### src/eye_aspect_ratio_blink_detect_unit_assert.svh
// Assertion macros for the blink detector
`ifndef EYE_ASPECT_RATIO_BLINK_DETECT_UNIT_ASSERT_SVH
`define EYE_ASPECT_RATIO_BLINK_DETECT_UNIT_ASSERT_SVH
`ifndef SYNTHESIS
`define EARBD_ASSERT_IMPL(lbl, ante, cons, msg) \
    lbl: assert property (@(posedge clk) disable iff (!rst_n) (ante) |-> (cons)) \
        else $error(msg);
`define EARBD_ASSERT_NEXT(lbl, ante, cons, msg) \
    lbl: assert property (@(posedge clk) disable iff (!rst_n) (ante) |=> (cons)) \
        else $error(msg);
`else
`define EARBD_ASSERT_IMPL(lbl, ante, cons, msg)
`define EARBD_ASSERT_NEXT(lbl, ante, cons, msg)
`endif
`endif

### src/earbd_pkg.sv
package earbd_pkg;
    localparam int WINDOW_MAX_DEF    = 32;
    localparam int COORD_BITS_DEF    = 12;
    localparam int EAR_FRAC_BITS_DEF = 12;
    // fraction bits of each landmark distance
    localparam int DIST_FRAC         = 8;
    localparam logic [15:0] EAR_SAT       = 16'hFFFF;
    localparam logic [15:0] LIMIT_RESET   = 16'd819;
    localparam logic [5:0]  WINDOW_RESET  = 6'd8;
    // configuration register indexes
    localparam logic [1:0]  REG_LIMIT  = 2'd0;
    localparam logic [1:0]  REG_WINDOW = 2'd1;
    localparam logic [1:0]  REG_UNUSED = 2'd3;
    // landmark pair codes
    localparam logic [1:0]  PAIR_03   = 2'd0;
    localparam logic [1:0]  PAIR_15   = 2'd1;
    localparam logic [1:0]  PAIR_24   = 2'd2;
    localparam logic [1:0]  PAIR_DONE = 2'd3;
endpackage

### src/eye_aspect_ratio_blink_detect_unit.sv
// Channel | Direction | Handshake          | Payload
// in      | input     | in_valid/in_stall  | face_present, eye_side, eye_p0..eye_p5
// out     | output    | out_valid/out_stall| face_detected, raw_ear, avg_ear,
//         |           |                    | eyes_closed, degenerate
// cfg     | input     | cfg_write          | cfg_index, cfg_data
// An eye item runs through the bit-serial squarer, the shared square root (one result
// bit a cycle) and the shared restoring divider (one quotient bit a cycle).
// A right eye item adds a history read and a history write, a second divider pass
// and the output state. A zero-width eye stops after the corner distance.
// A no-face item goes straight to the output state. One item is in work at a time.
// Reset clears holds, history pointers and sums; the history memory is not cleared.
// A stalled result holds in the output register; the next item is taken meanwhile.
`include "eye_aspect_ratio_blink_detect_unit_assert.svh"
module eye_aspect_ratio_blink_detect_unit
    import earbd_pkg::*;
#(
    parameter int WINDOW_MAX    = WINDOW_MAX_DEF,
    parameter int COORD_BITS    = COORD_BITS_DEF,
    parameter int EAR_FRAC_BITS = EAR_FRAC_BITS_DEF
)
(
    input  logic        clk,
    input  logic        rst_n,
    input  logic        in_valid,
    output logic        in_stall,
    input  logic        face_present,
    input  logic        eye_side,
    input  logic [23:0] eye_p0,
    input  logic [23:0] eye_p1,
    input  logic [23:0] eye_p2,
    input  logic [23:0] eye_p3,
    input  logic [23:0] eye_p4,
    input  logic [23:0] eye_p5,
    output logic        out_valid,
    input  logic        out_stall,
    output logic        face_detected,
    output logic [15:0] raw_ear,
    output logic [15:0] avg_ear,
    output logic        eyes_closed,
    output logic        degenerate,
    input  logic        cfg_write,
    input  logic [1:0]  cfg_index,
    input  logic [15:0] cfg_data
);
    localparam int PW     = (2 * COORD_BITS > 24) ? 2 * COORD_BITS : 24;
    localparam int SQ_W   = 2 * COORD_BITS + 1;
    localparam int RAD_W  = SQ_W + 2 * DIST_FRAC + 1;
    localparam int ROOT_W = RAD_W / 2;
    localparam int REM_W  = ROOT_W + 2;
    localparam int NUM_W  = ROOT_W + 1 + EAR_FRAC_BITS;
    localparam int AW     = (WINDOW_MAX > 1) ? $clog2(WINDOW_MAX) : 1;
    localparam int FILL_W = $clog2(WINDOW_MAX + 1);
    localparam int SUM_W  = 16 + $clog2(WINDOW_MAX);
    localparam int DVD_W  = (NUM_W > SUM_W) ? NUM_W : SUM_W;
    localparam int DVS_W  = (ROOT_W + 1 > FILL_W) ? ROOT_W + 1 : FILL_W;
    localparam int CNT_W  = $clog2(DVD_W + 1);
    localparam int CW     = (FILL_W > 6) ? FILL_W : 6;

    typedef enum logic [3:0] {
        S_IDLE, S_LOAD, S_MUL, S_SQRT, S_EAR_DIV, S_EAR_END,
        S_PUSH_RD, S_PUSH_WR, S_AVG_DIV, S_DONE
    } state_t;

    state_t                  state_reg;
    logic [15:0]             limit_reg;
    logic [5:0]              window_reg;
    logic [23:0]             p0_reg, p1_reg, p2_reg, p3_reg, p4_reg, p5_reg;
    logic                    face_reg, side_reg;
    logic [1:0]              pair_reg;
    logic [CNT_W-1:0]        cnt_reg;
    logic [COORD_BITS-1:0]   xm_reg, ym_reg;
    logic [SQ_W-1:0]         xs_reg, ys_reg, sq_reg;
    logic [RAD_W-1:0]        rad_reg;
    logic [REM_W-1:0]        rem_reg;
    logic [ROOT_W-1:0]       root_reg, d03_reg, d15_reg;
    logic [DVD_W-1:0]        dvd_reg;
    logic [DVS_W-1:0]        dvs_reg, drem_reg;
    logic [15:0]             ear_reg, raw_reg, avg_reg, left_ear_reg, rd_reg;
    logic                    deg_reg, left_deg_reg, deg_hold_reg, deg_out_reg;
    logic [SUM_W-1:0]        sum_reg;
    logic [AW-1:0]           wp_reg;
    logic [FILL_W-1:0]       fill_reg;
    logic                    out_valid_reg, face_out_reg, closed_out_reg;
    logic [15:0]             raw_out_reg, avg_out_reg;
    logic [15:0]             hist_mem [WINDOW_MAX];

    logic [23:0]             pa, pb;
    logic [PW-1:0]           pa_ext, pb_ext;
    logic [COORD_BITS-1:0]   xa, ya, xb, yb, dx, dy;
    logic [REM_W+1:0]        srem_t, strial;
    logic [DVS_W:0]          drem_t;
    logic [ROOT_W:0]         dsum;
    logic [CW-1:0]           ws_ext;
    logic [FILL_W-1:0]       win;
    logic [AW-1:0]           wp_eff, wp_inc;
    logic [FILL_W-1:0]       fill_next;
    logic [SUM_W-1:0]        sum_next;
    logic                    out_free;

    // select the landmark pair and form absolute deltas
    always_comb
    begin
        case (pair_reg)
            PAIR_03:
            begin
                pa = p0_reg;
                pb = p3_reg;
            end
            PAIR_15:
            begin
                pa = p1_reg;
                pb = p5_reg;
            end
            default:
            begin
                pa = p2_reg;
                pb = p4_reg;
            end
        endcase
        pa_ext = PW'(pa);
        pb_ext = PW'(pb);
        xa = pa_ext[COORD_BITS-1:0];
        ya = pa_ext[2*COORD_BITS-1:COORD_BITS];
        xb = pb_ext[COORD_BITS-1:0];
        yb = pb_ext[2*COORD_BITS-1:COORD_BITS];
        dx = (xa > xb) ? xa - xb : xb - xa;
        dy = (ya > yb) ? ya - yb : yb - ya;
    end

    // one square root step and one divider step
    assign srem_t = {rem_reg, rad_reg[RAD_W-1:RAD_W-2]};
    assign strial = (REM_W + 2)'({root_reg, 2'b01});
    assign drem_t = {drem_reg, dvd_reg[DVD_W-1]};
    assign dsum   = (ROOT_W + 1)'(d15_reg) + (ROOT_W + 1)'(root_reg);

    // clamp the window and wrap the write pointer
    always_comb
    begin
        ws_ext = CW'(window_reg);
        if (window_reg == 6'd0)
            win = FILL_W'(1);
        else if (ws_ext > CW'(WINDOW_MAX))
            win = FILL_W'(WINDOW_MAX);
        else
            win = FILL_W'(ws_ext);
        wp_eff = (FILL_W'(wp_reg) >= win) ? '0 : wp_reg;
        wp_inc = ((FILL_W'(wp_reg) + FILL_W'(1)) >= win) ? '0 : wp_reg + AW'(1);
        if (fill_reg < win)
        begin
            fill_next = fill_reg + FILL_W'(1);
            sum_next  = sum_reg + SUM_W'(raw_reg);
        end
        else
        begin
            fill_next = fill_reg;
            sum_next  = sum_reg - SUM_W'(rd_reg) + SUM_W'(raw_reg);
        end
    end

    assign out_free = !out_valid_reg || !out_stall;
    assign in_stall = (state_reg != S_IDLE);

    // history memory
    always_ff @(posedge clk)
    begin
        if (state_reg == S_PUSH_RD)
            rd_reg <= hist_mem[wp_eff];
        if (state_reg == S_PUSH_WR)
            hist_mem[wp_reg] <= raw_reg;
    end

    // sequencer, arithmetic units and output register
    always_ff @(posedge clk or negedge rst_n)
    begin
        if (!rst_n)
        begin
            state_reg     <= S_IDLE;
            limit_reg     <= LIMIT_RESET;
            window_reg    <= WINDOW_RESET;
            left_ear_reg  <= '0;
            left_deg_reg  <= 1'b0;
            sum_reg       <= '0;
            wp_reg        <= '0;
            fill_reg      <= '0;
            out_valid_reg <= 1'b0;
            pair_reg      <= PAIR_03;
            cnt_reg       <= '0;
        end
        else
        begin
            // drop a taken result
            if (out_valid_reg && !out_stall)
                out_valid_reg <= 1'b0;
            // configuration writes
            if (cfg_write)
            begin
                if (cfg_index == REG_LIMIT)
                    limit_reg <= cfg_data;
                else if (cfg_index == REG_WINDOW)
                begin
                    window_reg <= cfg_data[5:0];
                    sum_reg    <= '0;
                    wp_reg     <= '0;
                    fill_reg   <= '0;
                end
            end
            case (state_reg)
                S_IDLE:
                begin
                    if (in_valid)
                    begin
                        p0_reg   <= eye_p0;
                        p1_reg   <= eye_p1;
                        p2_reg   <= eye_p2;
                        p3_reg   <= eye_p3;
                        p4_reg   <= eye_p4;
                        p5_reg   <= eye_p5;
                        face_reg <= face_present;
                        side_reg <= eye_side;
                        pair_reg <= PAIR_03;
                        state_reg <= face_present ? S_LOAD : S_DONE;
                    end
                end
                S_LOAD:
                begin
                    xm_reg    <= dx;
                    ym_reg    <= dy;
                    xs_reg    <= SQ_W'(dx);
                    ys_reg    <= SQ_W'(dy);
                    sq_reg    <= '0;
                    cnt_reg   <= '0;
                    state_reg <= S_MUL;
                end
                S_MUL:
                begin
                    // add one bit of each square a cycle
                    sq_reg <= sq_reg + (xm_reg[0] ? xs_reg : '0) + (ym_reg[0] ? ys_reg : '0);
                    xs_reg <= xs_reg << 1;
                    ys_reg <= ys_reg << 1;
                    xm_reg <= xm_reg >> 1;
                    ym_reg <= ym_reg >> 1;
                    cnt_reg <= cnt_reg + CNT_W'(1);
                    if (cnt_reg == CNT_W'(COORD_BITS - 1))
                    begin
                        rad_reg   <= '0;
                        cnt_reg   <= '0;
                        state_reg <= S_SQRT;
                    end
                end
                S_SQRT:
                begin
                    // first cycle loads the radicand
                    if (cnt_reg == '0)
                    begin
                        rad_reg  <= RAD_W'(sq_reg) << (2 * DIST_FRAC);
                        rem_reg  <= '0;
                        root_reg <= '0;
                        cnt_reg  <= CNT_W'(1);
                    end
                    else
                    begin
                        rad_reg <= rad_reg << 2;
                        if (srem_t >= strial)
                        begin
                            rem_reg  <= REM_W'(srem_t - strial);
                            root_reg <= {root_reg[ROOT_W-2:0], 1'b1};
                        end
                        else
                        begin
                            rem_reg  <= REM_W'(srem_t);
                            root_reg <= {root_reg[ROOT_W-2:0], 1'b0};
                        end
                        cnt_reg <= cnt_reg + CNT_W'(1);
                        if (cnt_reg == CNT_W'(ROOT_W))
                            state_reg <= S_EAR_END;
                    end
                end
                S_EAR_END:
                begin
                    // root_reg holds the finished distance here
                    case (pair_reg)
                        PAIR_03:
                        begin
                            d03_reg <= root_reg;
                            if (root_reg == '0)
                            begin
                                ear_reg   <= EAR_SAT;
                                deg_reg   <= 1'b1;
                                state_reg <= S_EAR_END;
                                pair_reg  <= PAIR_DONE;
                            end
                            else
                            begin
                                deg_reg   <= 1'b0;
                                pair_reg  <= PAIR_15;
                                state_reg <= S_LOAD;
                            end
                        end
                        PAIR_15:
                        begin
                            d15_reg   <= root_reg;
                            pair_reg  <= PAIR_24;
                            state_reg <= S_LOAD;
                        end
                        PAIR_24:
                        begin
                            dvd_reg   <= DVD_W'(dsum) << EAR_FRAC_BITS;
                            dvs_reg   <= DVS_W'({d03_reg, 1'b0});
                            drem_reg  <= '0;
                            cnt_reg   <= '0;
                            state_reg <= S_EAR_DIV;
                        end
                        default:
                        begin
                            // finished eye: hold a left eye, pair a right eye
                            pair_reg <= PAIR_03;
                            if (!side_reg)
                            begin
                                left_ear_reg <= ear_reg;
                                left_deg_reg <= deg_reg;
                                state_reg    <= S_IDLE;
                            end
                            else
                            begin
                                raw_reg      <= 16'((17'(left_ear_reg) + 17'(ear_reg)) >> 1);
                                deg_hold_reg <= left_deg_reg | deg_reg;
                                state_reg    <= S_PUSH_RD;
                            end
                        end
                    endcase
                end
                S_EAR_DIV, S_AVG_DIV:
                begin
                    // one restoring divider step a cycle
                    if (drem_t >= (DVS_W + 1)'(dvs_reg))
                    begin
                        drem_reg <= DVS_W'(drem_t - (DVS_W + 1)'(dvs_reg));
                        dvd_reg  <= {dvd_reg[DVD_W-2:0], 1'b1};
                    end
                    else
                    begin
                        drem_reg <= DVS_W'(drem_t);
                        dvd_reg  <= {dvd_reg[DVD_W-2:0], 1'b0};
                    end
                    cnt_reg <= cnt_reg + CNT_W'(1);
                    if (cnt_reg == CNT_W'(DVD_W - 1))
                    begin
                        if (state_reg == S_EAR_DIV)
                        begin
                            pair_reg  <= PAIR_DONE;
                            state_reg <= S_EAR_END;
                        end
                        else
                            state_reg <= S_DONE;
                    end
                end
                S_PUSH_RD:
                begin
                    wp_reg    <= wp_eff;
                    state_reg <= S_PUSH_WR;
                end
                S_PUSH_WR:
                begin
                    fill_reg  <= fill_next;
                    sum_reg   <= sum_next;
                    wp_reg    <= wp_inc;
                    dvd_reg   <= DVD_W'(sum_next);
                    dvs_reg   <= DVS_W'(fill_next);
                    drem_reg  <= '0;
                    cnt_reg   <= '0;
                    state_reg <= S_AVG_DIV;
                end
                S_DONE:
                begin
                    if (out_free)
                    begin
                        out_valid_reg  <= 1'b1;
                        face_out_reg   <= face_reg;
                        raw_out_reg    <= face_reg ? raw_reg : '0;
                        avg_out_reg    <= face_reg ? dvd_reg[15:0] : '0;
                        closed_out_reg <= face_reg && (dvd_reg[15:0] < limit_reg);
                        deg_out_reg    <= face_reg && deg_hold_reg;
                        state_reg      <= S_IDLE;
                    end
                end
                default:
                begin
                    state_reg <= S_IDLE;
                end
            endcase
            // saturate the eye ratio when the quotient is ready
            if (state_reg == S_EAR_DIV && cnt_reg == CNT_W'(DVD_W - 1))
            begin
                if ({dvd_reg[DVD_W-2:0], !(drem_t < (DVS_W + 1)'(dvs_reg))} >
                    DVD_W'(EAR_SAT))
                    ear_reg <= EAR_SAT;
                else
                    ear_reg <= 16'({dvd_reg[DVD_W-2:0],
                               !(drem_t < (DVS_W + 1)'(dvs_reg))});
            end
        end
    end

    assign out_valid     = out_valid_reg;
    assign face_detected = face_out_reg;
    assign raw_ear       = raw_out_reg;
    assign avg_ear       = avg_out_reg;
    assign eyes_closed   = closed_out_reg;
    assign degenerate    = deg_out_reg;

    `EARBD_ASSERT_NEXT(a_busy_after_accept, in_valid && !in_stall, state_reg != S_IDLE,
        "accepted item left the sequencer idle")
    `EARBD_ASSERT_IMPL(a_fill_bound, 1'b1, fill_reg <= FILL_W'(WINDOW_MAX),
        "fill count beyond window maximum")
    `EARBD_ASSERT_IMPL(a_noface_zero, out_valid && !face_detected,
        raw_ear == 16'd0 && avg_ear == 16'd0 && !eyes_closed,
        "no-face result carries nonzero fields")
endmodule

### config.mk
export PLATFORM = sky130hd
export DESIGN_NAME = eye_aspect_ratio_blink_detect_unit
export DESIGN_NICKNAME = d
export VERILOG_FILES = /design/src/earbd_pkg.sv /design/src/eye_aspect_ratio_blink_detect_unit.sv
export VERILOG_INCLUDE_DIRS = /design/src /design/src/src
export SDC_FILE = /design/constraint.sdc
export NUM_CORES = 2
export LEC_CHECK = 0
export CORE_MARGIN = 3
export CORE_UTILIZATION = 54
export CTS_BUF_LIST = sky130_fd_sc_hd__clkbuf_4 sky130_fd_sc_hd__clkbuf_8 sky130_fd_sc_hd__clkbuf_16
export CTS_CLUSTER_SIZE = 10
export DETAILED_ROUTE_END_ITERATION = 7
export DONT_BUFFER_PORTS = 1
export PLACE_DENSITY = 0.69
export SLEW_MARGIN = 25
export SYNTH_ARGS = -nofsm -noshare
export SYNTH_HDL_FRONTEND = slang
export SYNTH_SLANG_ARGS = --single-unit
### constraint.sdc
create_clock -name clk -period 21 [get_ports clk]
set_clock_uncertainty 0.15 [all_clocks]
set_input_delay 1.05 -clock clk [delete_from_list [all_inputs] [get_ports clk]]
set_output_delay 1.05 -clock clk [all_outputs]
set_load 0.1 [all_outputs]
==> impl_metrics.py <==
metrics = {
    "logic_synthesis": {
        "synth_cell_types": 87,
        "synth_nets": 4976,
        "synth_most_common_cell": "edfxtp_1",
        "postSynthAreaPerCell_sq_um": 12.1,
        "yosys.area.top_type_share_pct": 56.5,
        "async_flop_share_pct": 7.53,
        "synth_top_flop_cell": "edfxtp_1",
        "syn_area_sq_mm": 0.0548,
        "netlist_top_cells_area": "edfxtp_1, ha_1, dfrtp_1",
        "yosysTopAreaCell": "edfxtp_1",
        "yosysWarnings": 0,
        "synth_seq_cells": 1116,
        "synth_cells": 4528,
        "synth_seq_area_share_pct": 60.4,
        "synthTopCellsByCount": "edfxtp_1, nor2_1, nand2_1, a21oi_1, inv_1",
        "synth_edf_count": 1032,
    },
    "pwr": {
        "power.total_mw": 7.81,
        "p_per_area_mw_per_mm2": 129,
        "peakVddDrop_mv": 0.0915,
        "p_leak_nw": 22.4,
    },
    "die": {
        "start_util_pct": 54.6,
        "dieWidth_um": 325,
        "ios": 206,
        "dieArea_sq_mm": 0.105,
        "die_y_um": 325,
        "core_area_sq_mm": 0.100,
        "rows": 116,
    },
    "timing": {
        "worst_pin_slew_ps": 1080,
        "fmax_ghz": 0.177,
        "rsz0062_at_grt": "no",
        "setup_viol": 0,
        "relSlewSlack_pct": 28.0,
        "whs_ps": 70.9,
        "fin_ws_ps": 15360,
        "post-route-period-util_pct": 26.8,
        "final_max_slew_viol_count": 0,
        "hold_viol": 0,
        "tns_ps": 0,
        "min_period_ps": 5640,
    },
    "clock_tree": {
        "worstSkewPairLatency_ps": 750,
        "cts_root_buffer": "clkbuf_16",
        "clk_pin_slew_worst_paths_ps": 60,
        "clockBufferDepth": 3,
        "cts_hold_buffers": 2,
        "cts_buffers": 132,
        "cts.repair.resized": 0,
        "post_cts_buffers": 0,
        "clock_sinks": 1116,
        "h-tree-depth": 4,
        "tritoncts": "done",
    },
    "layout": {
        "largest_register_ffs": 512,
        "fin_area_sq_mm": 0.0606,
        "fin_nets": 4991,
        "multi_input_area_sq_mm": 0.0201,
        "drive_above_1_share_pct": 8.87,
        "area_growth_pct": 10.4,
        "seq_area_sq_mm": 0.0331,
        "fillers": 7933,
    },
    "worst_setup_path": {
        "worstPathArrival_ps": 6090,
        "worstSetupStartpointType": "flip-flop",
        "cp_max_fo": 58,
        "rrSetupSlack_ps": 15360,
        "worstSetupEndpointType": "flip-flop",
        "crit_buf_inv": 3,
        "crit_chain": "clkinv_1 -> ha_1 -> nand2b_1 -> a21o_1 -> a21oi_2 -> o211ai_1 -> buf_4 -> buf_4 -> nand2_1 -> nor2_1 -> a221oi_1 -> o21ai_1 -> o31a_1",
        "crit_top_cell": "buf_4",
        "path_class": "flip-flop to flip-flop",
        "r2r-end": "rd_reg[12]",
        "r2r_start": "wp_reg[0]",
        "crit_slowest_cell": "dfrtp_4",
        "rr_worst_depth": 13,
        "cp_slowest_stage_delay_ps": 810,
        "cp_top_family": "buffers and inverters",
        "cp.required_ps": 21460,
    },
    "placement": {
        "place_congestion": 0.878,
        "post-place-ws_ps": 15470,
        "place_area_sq_mm": 0.0565,
        "io_buffer_count": 0,
        "hpwl_um": 87300,
    },
    "global_route": {
        "antenna_found_initial": 15,
        "grt_pass1_vias": 34700,
        "grt_max_degree": 195,
        "track_usage_pct": 25.0,
        "grt_overflow": 0,
        "grt_first_pass_wirelength_um": 204000,
    },
    "drt": {
        "drc_errors": 0,
        "final_antenna_net_count": 0,
        "drt_iter0_drc": 3679,
        "route.vias.total": 35600,
        "first_pass_iters": 6,
        "vias_per_cell": 5.95,
        "drt-total-wl_um": 133000,
        "wl_per_cell_um": 22.3,
    },
    "min_path": {
        "hold_class": "input port to asynchronous set/reset pin",
    },
    "run_status": {
        "run_status": "finished, final reports clean",
    },
    "run": {
        "cap_violations": 0,
    },
}
-- routing by layer --
| metal | GRT usage [%] | vias up | wire length [um] | share of wire [%] |
|---|---|---|---|---|
| li1 | - | 16600 | - | - |
| met1 | 33.8 | 17300 | 54400 | 41 |
| met2 | 39.4 | 1417 | 61800 | 46 |
| met3 | 6.65 | 267 | 12400 | 9.3 |
| met4 | 8.75 | 18 | 4320 | 3.2 |
| met5 | 0 | - | 138 | 0.10 |
-- per-stage QoR --
stage	utilization [%]	cells
2_1_floorplan	-	4528
3_3_place_gp	56.2	5763
3_5_place_dp	56.2	5763
4_1_cts	60.3	5969
5_1_grt	60.3	5972
6_report	60.3	5976
-- power breakdown --
group	total [mW]	switching (mW)	internal (mW)
clock network	2.13	0.882	1.24
registers	2.96	0.203	2.76
logic	2.73	1.63	1.10
-- how the worst max path moves through the flow --
stage | startpoint | end | slack (ps) | cells past startpoint
after detailed placement | wp_reg[0] | rd_reg[12] | 15470 | 13
after global placement | wp_reg[0] | rd_reg[8] | 15620 | 13
after global routing | wp_reg[0] | rd_reg[13] | 15030 | 13
after floorplan | rst_n | face_reg | 12990 | 2
final | wp_reg[0] | rd_reg[12] | 15360 | 13
after CTS | wp_reg[0] | rd_reg[12] | 15490 | 13
-- cell usage in the layout, fill, tap and decap left out, types with 21 or more instances in the layout --
master,n
ha_1,230
a31oi_1,31
clkbuf_16,134
inv_1,232
o21bai_1,22
a21o_1,87
clkbuf_4,49
o22ai_1,38
nand2b_1,42
xor2_1,54
nor2_1,454
and3_1,33
o21ai_0,216
edfxtp_1,1032
dfrtp_1,72
mux2i_1,170
nor3_1,39
a21oi_1,329
nand3_1,45
o21a_1,69
nand2_1,353
fa_1,49
nor2b_1,21
and2_1,137
a211oi_1,72
buf_4,87
xnor2_1,96
mux2_2,58
-- cell families after synthesis --
| family | after synthesis | share of synthesized area, % |
|---|---|---|
| flip-flops | 1116 | 60.4 |
| buffers and inverters | 446 | 3.18 |
| multiplexers | 230 | 4.36 |
| AO/OA/AOI/OAI | 1083 | 12.6 |
| XOR/XNOR | 150 | 2.40 |
| adder cells (fa/ha/maj) | 279 | 7.04 |
| AND/OR/NAND/NOR | 1224 | 10.1 |
-- area by class of cell --
class                   count  share of cell area, %
clock inverters            20                  0.428
well taps                1357                   2.80
flip-flops and latches   1116                   54.7
clock buffers             184                   6.17
multi-input cells        2966                   33.2
repair buffers             91                   1.20
inverters                 236                   1.46
diodes                      6                 0.0248
-- worst reg2reg max path, stage by stage (launching register included) --
cell	delay (ps)
dfrtp_4	810
clkinv_1	760
ha_1	550
nand2b_1	100
a21o_1	130
a21oi_2	100
o211ai_1	180
buf_4	500
buf_4	660
nand2_1	140
nor2_1	800
a221oi_1	230
o21ai_1	210
o31a_1	170
No activity file was read; power rests on OpenSTA's default activity.
